$ cat config.mk
export PLATFORM = sky130hd
export DESIGN_NAME = sptb_alu
export DESIGN_NICKNAME = d
export VERILOG_FILES = /design/src/rtl/sptb_pkg.sv /design/src/rtl/sptb_alu.sv
export SDC_FILE = /design/constraint.sdc
export NUM_CORES = 1
export LEC_CHECK = 0
export ABC_AREA = 0
export ABC_CLOCK_PERIOD_IN_PS = 3900
export CAP_MARGIN = 40
export CORE_MARGIN = 2
export CORE_UTILIZATION = 28
export DETAILED_ROUTE_END_ITERATION = 8
export DONT_BUFFER_PORTS = 1
export PLACE_DENSITY_LB_ADDON = 0.15
export SLEW_MARGIN = 10
export SYNTH_ARGS = -nofsm -noshare
export SYNTH_HDL_FRONTEND = slang
export SYNTH_SLANG_ARGS = --single-unit
export TNS_END_PERCENT = 20
$ cat constraint.sdc
create_clock -name vclk -period 3.9
set_input_delay 0.195 -clock vclk [all_inputs]
set_output_delay 0.195 -clock vclk [all_outputs]
set_load 0.02 [all_outputs]
$ cat src/rtl/sptb_pkg.sv
// Shared constants for the Sv39 page table builder.
// No dependencies; imported by sptb_alu and the top-level core.
package sptb_pkg;

  localparam int unsigned VpnW            = 27;
  localparam int unsigned FrameW          = 44;
  localparam int unsigned CountW          = 20;
  localparam int unsigned PermW           = 8;
  localparam int unsigned TablesUsedW     = 7;
  localparam int unsigned IdxW            = 9;
  localparam int unsigned EntriesPerTable = 512;
  localparam int unsigned EntryW          = 64;
  localparam int unsigned PteShift        = 10;
  localparam int unsigned MaxTablesDef    = 64;

endpackage

$ cat src/rtl/sptb_alu.sv
// Shared frame-width adder/subtractor of the page table builder.
// Depends on sptb_pkg for the frame width.
module sptb_alu (
  input  logic [sptb_pkg::FrameW-1:0] a_i,
  input  logic [sptb_pkg::FrameW-1:0] b_i,
  input  logic                        sub_i,
  output logic [sptb_pkg::FrameW-1:0] sum_o
);
  import sptb_pkg::*;

  logic [FrameW-1:0] b_eff;

  // two's complement subtract: invert b and carry in one
  assign b_eff = sub_i ? ~b_i : b_i;
  assign sum_o = a_i + b_eff + FrameW'(sub_i);

endmodule

=== After elaboration in Yosys (flattened, before gate mapping) ===
Index checks and enable logic that the tools add are counted.

* Input port bits: 89
* Word-level logic and storage cells: 4
* Output and inout bits: 44
* Flip-flop bits (word level): 0

* Mux-type cells: 1
* Bitwise gates (word level): 1
* Add/sub/neg operators: 2

{| class="wikitable"
|+ Operators with widths
! kind !! count
|-
| $add A44 B1 Y44 || 1
|-
| $add A44 B44 Y44 || 1
|-
| $mux W44 || 1
|-
| $not A44 Y44 || 1
|}

=== Logic depth before layout (Yosys ltp) ===
* Depth in word-level cells: 4
* Mapped depth: 13
* Mapped depth without buffers: 11

=== Least setup slack after synthesis ===
No wires, ideal clock.

* Path type: input to output
* From: in sub_i
* To: out sum_o[37] (netlist bit)
* Path slack: 700 ps
* Data arrival time: 3005 ps
* Buffers on the path: 2
* Stages on the path: 12
* Data required time: 3705 ps
* Path through: buf_6 clkbuf_1 xor2_1 ha_1 nand2_1 o21ai_0 a21oi_1 or4_4 o21ai_4 a211oi_2 o21ai_1 xor2_1

* Longest elaborated chain between the ends: 3

{| class="wikitable"
|+ RTL lines
! element !! line !! text
|-
| from (decl) || sptb_alu.sv:6 || <nowiki>input logic sub_i,</nowiki>
|-
| $mux W44 || sptb_alu.sv:14 || <nowiki>assign b_eff = sub_i ? ~b_i : b_i;</nowiki>
|-
| $add A44 B44 Y44 || sptb_alu.sv:15 || <nowiki>assign sum_o = a_i + b_eff + FrameW'(sub_i);</nowiki>
|-
| $add A44 B1 Y44 (*) || sptb_alu.sv:15 ||
|-
| to (decl) || sptb_alu.sv:7 || <nowiki>output logic [sptb_pkg::FrameW-1:0] sum_o</nowiki>
|}

Every way passes the cells marked *; elsewhere a longest branch is shown, timed or not.

=== Final worst setup path ===
* From: in b_i[0] (netlist bit)
* To: out sum_o[40] (netlist bit)

* Longest elaborated chain between the ends: 4

{| class="wikitable"
|+ RTL lines
! element !! line !! text
|-
| from (decl) || sptb_alu.sv:5 || <nowiki>input logic [sptb_pkg::FrameW-1:0] b_i,</nowiki>
|-
| $not A44 Y44 || sptb_alu.sv:14 ||
|-
| $mux W44 (*) || sptb_alu.sv:14 ||
|-
| $add A44 B44 Y44 (*) || sptb_alu.sv:15 ||
|-
| $add A44 B1 Y44 (*) || sptb_alu.sv:15 ||
|}

Marks and branches as above.

==> run metrics <==
fraction of synthesized cell area in xor and xnor cells=a little over a quarter; crit-path max FO=4; row count=37; drt wl/cell=16.8 um; slew margin rel.=53.2%; Setup Buffers After CTS=0; Seq/Total Area, Yosys=0%; clkbuf count=0; post-synthesis adder-cell area fraction=19.6%; Hold Startpoint=b_i[0]; top cells by count, synth=xor2_1, a21oi_1, ha_1; Synthesis Warnings=0; PnR worst setup slack=635 ps; I/O pins=~130; Gate Count Post-Synth=roughly 400; Internal=around 0.30 mW; worst slack, placed=about 670 ps; most common cell in the netlist=xor2_1; Area growth, synth to finish=3.27%; final setup TNS=0 ps; final setup violation count=0; multiplexer area fraction after synthesis=less than 1%; initial antenna violation count=0; DRT Pass-1 Iters=4; Logic pwr share=between 90% and 100%; final net count=522; via count=around 2800; fin. max-slew vios=0; number of flip-flops and latches=0; RSZ-0062 raised after global routing=no; Synth cell types=49; largest family of logic cells by synthesized area=compound AO/OA/AOI/OAI gates; post-synthesis compound-gate area fraction=~34%; PortBufs=0; area taken by flip-flops and latches=0 um^2; peak supply drop=around 120 uV; NetSw=~0.64 mW; Pwr per Cell Area=roughly 310 mW/mm^2; vias per cell=5.41; Cell Area, Synth=about 0.0029 mm^2; Die Height=~110 um; top cell type's share of synthesized area=about a fifth; DRT Wirelength=a little under 9 mm; status=complete, no violations; largest net degree at the start of global routing=45; max-cap violation count=0; CTS resizes=0; critical path arrival=roughly 3100 ps; hold_buf cts=0; CP Data Required Time=around 3700 ps; Yosys top cell by area=ha_1; gr usage total=between 10% and 20%; Mapped Nets=around 540; first-pass GRT wire length=approximately 14 mm; vias in the first global route=between 2000 and 3000; Initial DRC Count=80; Fmax achieved=between 300 and 400 MHz; layout cells sized above 1=under 10%; final-report hold violation count=0; CP endpoint kind=output port; min cycle time layout=3270 ps; mean post-synth cell area=7.22 um^2; RD Place Congestion=roughly 0.83; placed cell area=about 0.003 mm^2; ranking of synthesized cells by area=ha_1, xor2_1, a21oi_1, xnor2_1, a21o_1; fill cell count=1157; Seq pwr share=0%; Slew @ Worst Pin=694 ps; period utilization=83.7%; core area=0.0102 mm^2; Pleak=1.34 nW; # diodes=0; hpwl dp=7.48 mm; CP startpoint=b_i[0]; worst hold path stage count=1; simple-gate share of the synthesized area=16.1%; Worst Hold Slack=between 500 and 600 ps; Die X=106 um; Sw Share=~68%; antenna-violating nets left=0; Min-Delay Path Class=in2out; Finished Cell Area=0.00301 mm^2; critical path class=in2out; initial core utilization=approximately 29%; Clk pwr share=0%; Die ar.=approximately 0.011 mm^2; global route total overflow=0; Worst setup SP type=input port; DRC errors left=0; Finished Core Util=slightly below 30%
## per-layer routing
metal / up-vias / routed length, um / GRT usage, %
met3: 2 / 495 / 2.33
met2: 77 / 4140 / 26.3
li1: 1449 / - / -
met5: - / 0 / 0
met1: 1295 / 4090 / 19.4
met4: 0 / 27 / 0.376
## cells by family after synthesis
family / Yosys count
multiplexers: 1
XOR/XNOR: 87
AND/OR/NAND/NOR: 95
buffers and inverters: 27
AO/OA/AOI/OAI: 148
adder cells (fa/ha/maj): 45
## power groups by stage
stage                     Clock [mW]  Combinational [mW]  Sequential [mW]
final                              0               0.942                0
after global routing               0                1.03                0
after CTS                          0               0.950                0
after detailed placement           0               0.944                0
after global placement             0               0.949                0
after floorplan                    0               0.797                0
## through the flow
step | total power, mW | instances
after CTS | 0.950 | 522
after floorplan | 0.797 | 403
final | 0.942 | 522
after detailed placement | 0.944 | 522
after global placement | 0.949 | 522
after global routing | 1.03 | 522
## worst max-delay path, cell delays in order
cell and delay, ps:
mux2_2 240, inv_1 60, fa_1 400, nand2b_1 180, a21oi_1 210, o41ai_2 180
o41ai_2 510, a21oi_1 190, o21ai_0 250, a41oi_1 180, xnor2_1 460
## cell usage in the layout (no fill, tap or decap), types with 2 or more instances in the layout
master and instances:
a211oi_1 2, nor3_1 4, xor2_1 61, nor2_1 17, nand4_1 10, xnor2_1 26
and3_1 4, nand3_1 13, a21o_1 28, inv_1 10, o41ai_2 2, nor2b_1 5
o21ai_1 2, o211ai_1 4, ha_1 44, a31oi_1 7, and4_1 3, o21a_1 5
a21oi_1 50, o21bai_1 6, o21ai_0 25, nand2_1 30, nand2b_1 5
## final cells by class
cell class / count / area [um^2] / share of cell area [%]
Inverter: 10 / 37.5 / 1.25
Multi-Input combinational cell: 376 / 2800 / 93.1
Tap cell: 136 / 170 / 5.66
## path summary, 6_finish.rpt
kind | endpoint | slack, ps
setup / recovery | sum_o[40] | 630
hold / removal | sum_o[0] | 520
(Power assumes the default switching activity.)
